`src/hdl/thent_pkg.sv`:
```
// Shared types and constants of the tile histogram entropy block.
// No dependencies; every other file of the block imports this package.
`timescale 1ns / 1ps
`default_nettype none

package thent_pkg;

    localparam int SAMPLE_W  = 32;
    localparam int BIN_W     = 16;
    localparam int CNT_W     = 17;
    localparam int SQ_W      = 33;
    localparam int LWS_W     = 56;
    localparam int LG_W      = 21;
    localparam int EXP_W     = 5;
    localparam int FRAC_W    = 16;
    localparam int MANT_W    = 31;
    localparam int MA_W      = 33;
    localparam int PROD_W    = 64;
    localparam int SCORE_W   = 40;
    localparam int TAG_W     = 8;
    localparam int STEP_W    = 6;
    localparam int FIFO_DEPTH = 4;
    localparam int FIFO_PW    = 2;

    // sample format codes
    localparam logic FMT_DIRECT = 1'b0;
    localparam logic FMT_UPPER  = 1'b1;

    // one queued item: histogram bin and end-of-tile flag
    typedef struct packed {
        logic [BIN_W-1:0] bin;
        logic             last;
    } t_item;

    // queue status seen by the back end
    typedef struct packed {
        logic  valid;
        t_item head;
    } t_qhead;

    typedef enum logic [3:0] {
        S_CLR, S_IDLE, S_RD, S_XSQ, S_LGI, S_LGSQ, S_LGNR, S_TM, S_ACC, S_DIV, S_OUT
    } t_state;

    // which log term the sequencer is working on
    typedef enum logic [1:0] {
        PH_OLD, PH_NEW, PH_TILE
    } t_phase;

endpackage

`default_nettype wire

```
`src/hdl/thent_front.sv`:
```
// Front end: format register, sample-to-bin reduction and input handshake.
// Depends on thent_pkg.
`timescale 1ns / 1ps
`default_nettype none

module thent_front #(
    parameter int HISTOGRAM_BINS = 65536
) (
    input  wire logic                          i_clk,
    input  wire logic                          i_rst_n,
    input  wire logic                          i_cfg_we,
    input  wire logic                          i_cfg_data,
    input  wire logic                          i_valid,
    input  wire logic [thent_pkg::SAMPLE_W-1:0] i_sample,
    input  wire logic                          i_last_of_tile,
    output logic                               o_stall,
    input  wire logic                          i_q_full,
    input  wire logic                          i_clearing,
    output logic                               o_push,
    output thent_pkg::t_item                   o_item
);
    import thent_pkg::*;

    logic             r_fmt;
    logic [BIN_W-1:0] w_bin;

    // format register
    always_ff @(posedge i_clk) begin
        if (!i_rst_n) begin
            r_fmt <= FMT_DIRECT;
        end else if (i_cfg_we) begin
            r_fmt <= i_cfg_data;
        end
    end

    // bin reduction, saturated to the histogram size
    always_comb begin
        if (r_fmt == FMT_UPPER) begin
            w_bin = i_sample[SAMPLE_W-1:BIN_W];
        end else if (i_sample[SAMPLE_W-1:BIN_W] != '0) begin
            w_bin = '1;
        end else begin
            w_bin = i_sample[BIN_W-1:0];
        end
        if ({1'b0, w_bin} > CNT_W'(HISTOGRAM_BINS - 1)) begin
            w_bin = BIN_W'(HISTOGRAM_BINS - 1);
        end
    end

    assign o_stall     = i_q_full || i_clearing;
    assign o_push      = i_valid && !o_stall;
    assign o_item.bin  = w_bin;
    assign o_item.last = i_last_of_tile;

endmodule

`default_nettype wire

```
`config.mk`:
```
export PLATFORM = sky130hd
export DESIGN_NAME = thent_front
export DESIGN_NICKNAME = d
export VERILOG_FILES = /design/src/hdl/thent_pkg.sv /design/src/hdl/thent_front.sv
export SDC_FILE = /design/constraint.sdc
export NUM_CORES = 1
export LEC_CHECK = 0
export ABC_AREA = 0
export BUFFER_PORTS_ARGS = -buffer_cell sky130_fd_sc_hd__buf_2
export CAP_MARGIN = 40
export CORE_UTILIZATION = 21
export CTS_CLUSTER_SIZE = 25
export DETAILED_ROUTE_END_ITERATION = 8
export PLACE_DENSITY = 0.72
export RECOVER_POWER = 25
export SYNTH_ARGS = -nofsm -noshare
export SYNTH_HDL_FRONTEND = slang
export SYNTH_SLANG_ARGS = --single-unit
```
`constraint.sdc`:
```
create_clock -name i_clk -period 1.89 [get_ports i_clk]
set_input_delay 0.4725 -clock i_clk [delete_from_list [all_inputs] [get_ports i_clk]]
set_output_delay 0.4725 -clock i_clk [all_outputs]
set_load 0.005 [all_outputs]
```
==> flow_summary.ini <==
[floorplanning]
core_area_um2 = 1320
die_y_um = 39.7
io_pins = 59
die_x_um = 39.7
die-area_um2 = 1570
fp-row-count = 13
initial_utilization_pct = 22.6

[setup_path]
cp_max_fo = 7
cp.depth = 6
cp_top_family = buffers and inverters
start_kind = input pin
cp-end-kind = primary output
critPathMaxStageDelay_ns = 0.33
critPathRequiredTime_ns = 1.42
worst-path-buf-inv = 3
cpMostUsedCell = buf_2
worst_path_max_delay_cell = o32a_1
reg2reg_depth = 2
cp.arrival_ns = 1.62
crit_chain = buf_2 > nor4_4 > nand4_2 > buf_6 > o32a_1 > buf_2
path_class = in -> out

[global_route]
antenna_found_initial = 0
grt_pass1_wl_mm = 1.64
grt_usage_pct = 14.7
grt_max_degree = 17
grt_pass1_vias = 399
overflow = 0

[logic_synthesis]
syn_inst = 35
syn-cell-area_um2 = 298
ys_warn_count = 0
synth_seq_cells = 1
syn_avg_cell_area_um2 = 8.51
syn-num-nets = 75
synth_cell_types = 15
synth_top_area_share_pct = 50.4
synth_top_area_cell = o32a_1
synthTopCellsByArea = o32a_1 (50%), dfxtp_1 (6.7%), or2_2 (6.3%)
ys_seq_area_share_pct = 6.72

[clock_network]
ctsHoldBuffers = 0
path_clk_slew_ns = 0
clk_latency_ns = 0

[sta]
report.final.slew_viol_count = 0
finalHoldViolCount = 0
tightestPinTransition_ns = 0.474
grt_setup_unrepaired = true
fin_hold_ws_ns = 0.522
finClkSkew_ns = 0
relSlewSlack_pct = 68.4
period_share_pct = 111
max_freq_mhz = 478
setup_viol = 16
period_minus_slack_ns = 2.09
finalWorstSetupSlack_ns = -0.203

[min_path]
holdPathStages = 2
holdCritPathClass = reg -> reg

[finish]
num_antenna_cells = 0
finalInstanceArea_um2 = 701
regArea_um2 = 20.0
most-common-layout-cells = buf_2 (51), o32a_1 (15), buf_6 (6)
drive_gt1_share_pct = 75.3
largest_register = r_fmt
reg_top3 = r_fmt: 1 flops
largest_register_ffs = 1
nFillCells = 141
finalNetCount = 135
final_common_cell = buf_2
area_growth_pct = 135
multi_input_area_um2 = 279
post-route-util_pct = 53.2

[routing]
dr.pass1.iters = 2
num_vias = 542
initialDrtViolationCount = 1
drt-total-wl_mm = 1.22
ant_nets = 0
wl_per_cell_um = 11.3
routed_via_density = 5.02
drc = 0

[power]
peakVddDrop_v = 0.000127
p_leak_nw = 0.314
power_per_cell_area_nw_per_um2 = 197
finalPower_mw = 0.138

[placed_design]
io_buffers = 56
place_area_um2 = 642
hpwl_um = 950
dp_slack_ns = -0.240
gp_congestion = 0.644

[job]
drv_cap = 0

[outcome]
status = finished with violations
violations = negative setup slack
[worst paths after layout]
path	from	endpoint	slack [ns]
setup / recovery	i_sample[23]	o_item[6]	-0.20
hold reg to reg	r_fmt$_SDFFE_PN0P_	r_fmt$_SDFFE_PN0P_	0.52
setup reg to reg	r_fmt$_SDFFE_PN0P_	r_fmt$_SDFFE_PN0P_	1.30
hold / removal	r_fmt$_SDFFE_PN0P_	r_fmt$_SDFFE_PN0P_	0.52
[cell type report]
type,count,share of cell area (%)
Timing Repair Buffer,63,53.6
Multi-Input combinational cell,27,39.8
Sequential cell,1,2.86
Tap cell,15,2.68
Inverter,2,1.07
[logic make-up after synthesis]
logic type      count (synthesis)  synth area share, %
flops                           1                 6.72
mux                             1                 3.36
simple gates                   10                 23.9
buf+inv                         7                 12.6
compound gates                 16                 53.4
[synth_stat cells]
cell	instances
o32a_1	15
clkbuf_1	3
or2_2	3
inv_1	2
nor4_1	2
buf_4	1
buf_6	1
dfxtp_1	1
mux2i_1	1
nand4_2	1
nor2_1	1
nor2b_1	1
nor3_1	1
nor4_2	1
o22a_1	1
[stage by stage]
step                      TNS (ns)  instances
after global routing         -4.26        108
after global placement       -3.60        107
final                        -3.04        108
after detailed placement     -3.44        107
after CTS                    -3.02        107
after floorplan             -0.228         35
[metal layers]
layer / up-vias / routed length, µm / track usage, %
li1: 271 / - / -
met1: 237 / 498 / 20.7
met2: 34 / 613 / 25.8
met3: 0 / 105 / 0
met4: 0 / 0 / 0.862
met5: - / 0 / 0
[report_power, final]
part / total, mW / switching, mW / internal [mW]
logic: 0.115 / 0.0473 / 0.0675
registers: 0.0236 / 0.000725 / 0.0228
clock network: 0 / 0 / 0
[timing repair]
item / 4_1_cts / 5_1_grt
cloned: 0 / 0
gates resized for setup: 10 / 1
pin swaps: 2 / 4
setup buffers: 0 / 1
endpoints found under the setup margin: 16 / 16
[worst register-to-register path, stage by stage, from the launching register on]
cell and delay [ns]:
dfxtp_1 0.29, mux2i_1 0.12, nor2b_1 0.06
Note: power is estimated with default switching activity, not from simulation.
