File: src/hdl/thent_pkg.sv
// Shared types and constants of the tile histogram entropy block.
// No dependencies; every other file of the block imports this package.
`timescale 1ns / 1ps
`default_nettype none

package thent_pkg;

    localparam int SAMPLE_W  = 32;
    localparam int BIN_W     = 16;
    localparam int CNT_W     = 17;
    localparam int SQ_W      = 33;
    localparam int LWS_W     = 56;
    localparam int LG_W      = 21;
    localparam int EXP_W     = 5;
    localparam int FRAC_W    = 16;
    localparam int MANT_W    = 31;
    localparam int MA_W      = 33;
    localparam int PROD_W    = 64;
    localparam int SCORE_W   = 40;
    localparam int TAG_W     = 8;
    localparam int STEP_W    = 6;
    localparam int FIFO_DEPTH = 4;
    localparam int FIFO_PW    = 2;

    // sample format codes
    localparam logic FMT_DIRECT = 1'b0;
    localparam logic FMT_UPPER  = 1'b1;

    // one queued item: histogram bin and end-of-tile flag
    typedef struct packed {
        logic [BIN_W-1:0] bin;
        logic             last;
    } t_item;

    // queue status seen by the back end
    typedef struct packed {
        logic  valid;
        t_item head;
    } t_qhead;

    typedef enum logic [3:0] {
        S_CLR, S_IDLE, S_RD, S_XSQ, S_LGI, S_LGSQ, S_LGNR, S_TM, S_ACC, S_DIV, S_OUT
    } t_state;

    // which log term the sequencer is working on
    typedef enum logic [1:0] {
        PH_OLD, PH_NEW, PH_TILE
    } t_phase;

endpackage

`default_nettype wire

File: src/hdl/thent_fifo.sv
// Short item queue between front and back end.
// Depends on thent_pkg.
`timescale 1ns / 1ps
`default_nettype none

module thent_fifo (
    input  wire logic              i_clk,
    input  wire logic              i_rst_n,
    input  wire logic              i_push,
    input  thent_pkg::t_item       i_item,
    output logic                   o_full,
    input  wire logic              i_pop,
    output thent_pkg::t_qhead      o_head
);
    import thent_pkg::*;

    t_item              r_mem [FIFO_DEPTH];
    logic [FIFO_PW-1:0] r_wp, r_rp;
    logic [FIFO_PW:0]   r_cnt;
    logic               w_pop;

    assign w_pop = i_pop && (r_cnt != '0);

    always_ff @(posedge i_clk) begin
        if (i_push) begin
            r_mem[r_wp] <= i_item;
        end
    end

    // pointers and fill level
    always_ff @(posedge i_clk) begin
        if (!i_rst_n) begin
            r_wp  <= '0;
            r_rp  <= '0;
            r_cnt <= '0;
        end else begin
            if (i_push) begin
                r_wp <= r_wp + 1'b1;
            end
            if (w_pop) begin
                r_rp <= r_rp + 1'b1;
            end
            r_cnt <= r_cnt + (FIFO_PW+1)'(i_push) - (FIFO_PW+1)'(w_pop);
        end
    end

    assign o_full       = (r_cnt == (FIFO_PW+1)'(FIFO_DEPTH));
    assign o_head.valid = (r_cnt != '0);
    assign o_head.head  = r_mem[r_rp];

endmodule

`default_nettype wire

File: config.mk
export PLATFORM = sky130hd
export DESIGN_NAME = thent_fifo
export DESIGN_NICKNAME = d
export VERILOG_FILES = /design/src/hdl/thent_pkg.sv /design/src/hdl/thent_fifo.sv
export SDC_FILE = /design/constraint.sdc
export NUM_CORES = 1
export LEC_CHECK = 0
export BUFFER_PORTS_ARGS = -buffer_cell sky130_fd_sc_hd__clkbuf_2
export CORE_AREA = 8 8 82 84
export CTS_BUF_LIST = sky130_fd_sc_hd__clkbuf_16
export CTS_CLUSTER_DIAMETER = 80
export CTS_CLUSTER_SIZE = 8
export DETAILED_ROUTE_END_ITERATION = 7
export DIE_AREA = 0 0 90 92
export PLACE_DENSITY = 0.8
export REMOVE_ABC_BUFFERS = 1
export SYNTH_ARGS = -nofsm -noshare
export SYNTH_HDL_FRONTEND = slang
export SYNTH_SLANG_ARGS = --single-unit
File: constraint.sdc
create_clock -name i_clk -period 2.5 [get_ports i_clk]
set_input_delay 0.125 -clock i_clk [delete_from_list [all_inputs] [get_ports i_clk]]
set_output_delay 0.125 -clock i_clk [all_outputs]
set_load 0.01 [all_outputs]
==> results by group <==
Worst hold path
  • Path class of the lowest-slack min-delay path: primary input to flop

Route
  • Number of remaining DRC errors: 0
  • Final wirelength: 4810 um
  • WL per Instance: 18.5 um
  • Iteration-0 DRC count of the detailed router: 99
  • First-pass iteration count of the detailed router: 4
  • Detailed-route vias per instance: 5.38
  • Antenna Nets Post-Route: 0
  • Number of vias in the routed layout: 1399

Critical path
  • Number of buffers and inverters on the critical path: 1
  • Kind of end point of the critical path: flop
  • Cells along the critical path: o31a_1 -> ha_1 -> inv_1 -> ha_1 -> fa_1 -> xnor3_1 -> and2_1
  • Critical path start-end classification: flop to flop
  • Data required time of the worst path: 2.71 ns
  • Minimum setup slack among reg-to-reg paths: 0.45 ns
  • Critical Path Most Common Cell: ha_1
  • Critical path's largest stage delay: 0.38 ns
  • Highest net fanout along the worst path: 5
  • Arrival time of data at the critical path endpoint: 2.26 ns
  • Worst setup SP type: flop
  • Max stage delay cell, worst path: fa_1
  • CP delay by family, top: adder cells

STA
  • Headroom to the max-slew limit: 41.5%
  • Slew of the pin with the lowest slew margin: 0.878 ns
  • Final setup violation count: 0
  • Count of pins over their slew limit: 0
  • Number of endpoints with negative hold slack in the final report: 0
  • Clock skew: 0.00280 ns
  • Share of the clock period used by the worst path: 82.0%
  • Max Clock Freq: 0.488 GHz
  • Final critical delay including setup and external delays: 2.05 ns
  • Unrepaired setup endpoints after global routing: no
  • Total negative setup slack: 0 ns
  • Hold Worst Slack: 0.0202 ns

Place
  • Number of buffers added on ports: 39
  • Weighted congestion reported at the end of routability-driven placement: 0.697
  • Final HPWL from detailed placement: 3110 um
  • Instance count after placement with tap cells included: 244

Power
  • Largest voltage drop on the vdd net: 0.570 mV
  • Power density over cell area: 991 nW/um^2
  • Leakage power: 0.00130 uW

Synthesis
  • Post-synthesis instance area: 2970 um^2
  • Fraction of synthesized area in multiplexers: 15.1%
  • Synth Area in Compound Gates: 0.590%
  • Simple-gate share of the synthesized area: 2.99%
  • Largest cells by area after synthesis: edfxtp_1 69%, mux4_2 7.6%, mux4_1 6.2%, dfxtp_1 6.1%, ha_1 2.5%
  • Yosys top cell area share: 68.8%
  • Cell with the most instances after synthesis: edfxtp_1
  • Most frequent cells after synthesis: 68 x edfxtp_1, 10 x mux4_2, 9 x dfxtp_1
  • Proportion of register bits with asynchronous set or reset after synthesis: 0%
  • Synthesized instance count: 134
  • Synthesis Warnings: 0
  • Largest family of logic cells by synthesized area: multiplexers
  • Xor-xnor portion of the synthesized cell area: 1.05%
  • Unique cell type count in the Yosys netlist: 21
  • Sequential element share of the synthesized area: 74.9%
  • Ys flop type: edfxtp_1
  • Count of flip-flops with a built-in enable after synthesis: 68
  • Register bit total from synthesis: 77
  • Per-instance average area after synthesis: 22.1 um^2
  • Library cell with the largest summed area after synthesis: edfxtp_1
  • Share of synthesized cell area in full adder, half adder and majority cells: 3.20%

Clock network
  • # Post-CTS Setup Buffers: 0
  • Total of cells resized after clock tree synthesis: 0
  • Hold-fix buffers at CTS: 0
  • Clock-pin slew of the registers on the worst-case setup and hold paths: 0.06 ns
  • Number of buffers added by the clock tree synthesis step: 9
  • Max Root-Sink Buffers: 2
  • Number of sinks driven by the clock tree: 77
  • Level count of the clock H-tree: 3
  • CTS tree: done
  • Worst-Skew Late Latency: 0.32 ns
  • CTS root buffer: clkbuf_16

GRT
  • Via count of the first global-routing pass: 1532
  • Global-route total usage across every layer: 12.1%
  • Pin count of the biggest net entering global routing: 18
  • Wire length of the first global-routing pass: 7570 um
  • Total gr overflow: 0
  • Antenna violations before repair: 0

Floorplanning
  • Horiz. Die Dim: 90 um
  • Initial Utilization: 54.9%
  • Die span in y: 92 um
  • Count of pins on the block boundary: 40
  • Placement row count: 27
  • Floorplan die area: 8280 um^2
  • Std-Cell Core Area: 5410 um^2

Layout
  • Number of fill cells in the layout: 379
  • Number of nets in the final layout: 211
  • Final core utilization: 65.7%
  • Area growth from synthesis to final layout: 19.6%
  • Sequential cell area in the final layout: 2220 um^2
  • Post-route insts no fill: 260
  • Number of antenna repair diodes: 0
  • Share of layout cells above drive strength 1: 36.2%
  • Area taken by multi-input logic gates: 682 um^2

Status
  • Run status: finished clean

Flow run
  • Max-cap violation count: 0
## worst register-to-register path: cells and delay by family, from the launching register on
kind	cells	cell delay [ns]
AO/OA/AOI/OAI	1	0.37
AND/OR/NAND/NOR	1	0.16
XOR/XNOR	1	0.18
adder cells (fa/ha/maj)	3	0.87
buffers and inverters	1	0.04
flip-flops	1	0.34
## report_power, final
| group | internal (uW) | switching (uW) | total (uW) |
|---|---|---|---|
| Combinational | 326 | 298 | 624 |
| Sequential | 1500 | 59.0 | 1560 |
| Clock | 867 | 470 | 1340 |
## cell type report
type | instances | area share, %
flip-flops and latches | 77 | 62.6
multi-input cells | 47 | 19.2
clock buffers | 9 | 6.34
repair buffers | 42 | 6.13
clock inverters | 7 | 2.54
well taps | 72 | 2.54
inverters | 6 | 0.634
## routing by layer
| layer | track usage [%] | up-vias | routed length [um] |
|---|---|---|---|
| met5 | 0 | - | 0 |
| met4 | 6.66 | 0 | 55 |
| met3 | 4.40 | 8 | 277 |
| met2 | 20.6 | 40 | 2450 |
| met1 | 12.9 | 706 | 2030 |
| li1 | - | 645 | - |
## registers in the layout, summed over array words and instances, names as in the netlist, named ones only
signal	flops
r_rp	2
r_wp	2
r_cnt	3
r_mem	68
## stage by stage
stage	setup slack, ns	total power (uW)	instance area [um^2]
after floorplan	0.575	1980	2930
after global placement	0.556	2170	3230
after detailed placement	0.461	2220	3230
after CTS	0.455	3560	3550
after global routing	0.386	3680	3550
final	0.451	3520	3550
## cell usage in the layout (no fill, tap or decap), drive strengths merged, types with 2 or more instances in the layout
cell / n
ha: 6
buf: 3
clkinv: 3
dfxtp: 9
clkbuf: 48
clkinvlp: 2
mux4: 17
bufinv: 2
mux2i: 4
edfxtp: 68
nand2b: 2
inv: 6
and2: 8
nand2: 2
## logic make-up (layout without fill, tap and decap cells)
family | after synthesis | count (layout)
DFF | 77 | 77
muxes | 21 | 21
and+or+nand+nor | 15 | 15
buffers and inverters | 10 | 64
adders and majority gates | 7 | 7
AOI/OAI and AO/OA | 2 | 2
xor gates and xnor gates | 2 | 2
## path summary, 6_finish.rpt
check	from	to	cells past startpoint
setup / recovery	r_cnt[1]	r_cnt[2]	7
setup reg to reg	r_cnt[1]	r_cnt[2]	7
hold reg to reg	r_rp[1]	r_rp[1]	2
hold / removal	i_item[14]	r_mem[2][14]	1
No activity file was read; power rests on OpenSTA's default activity.
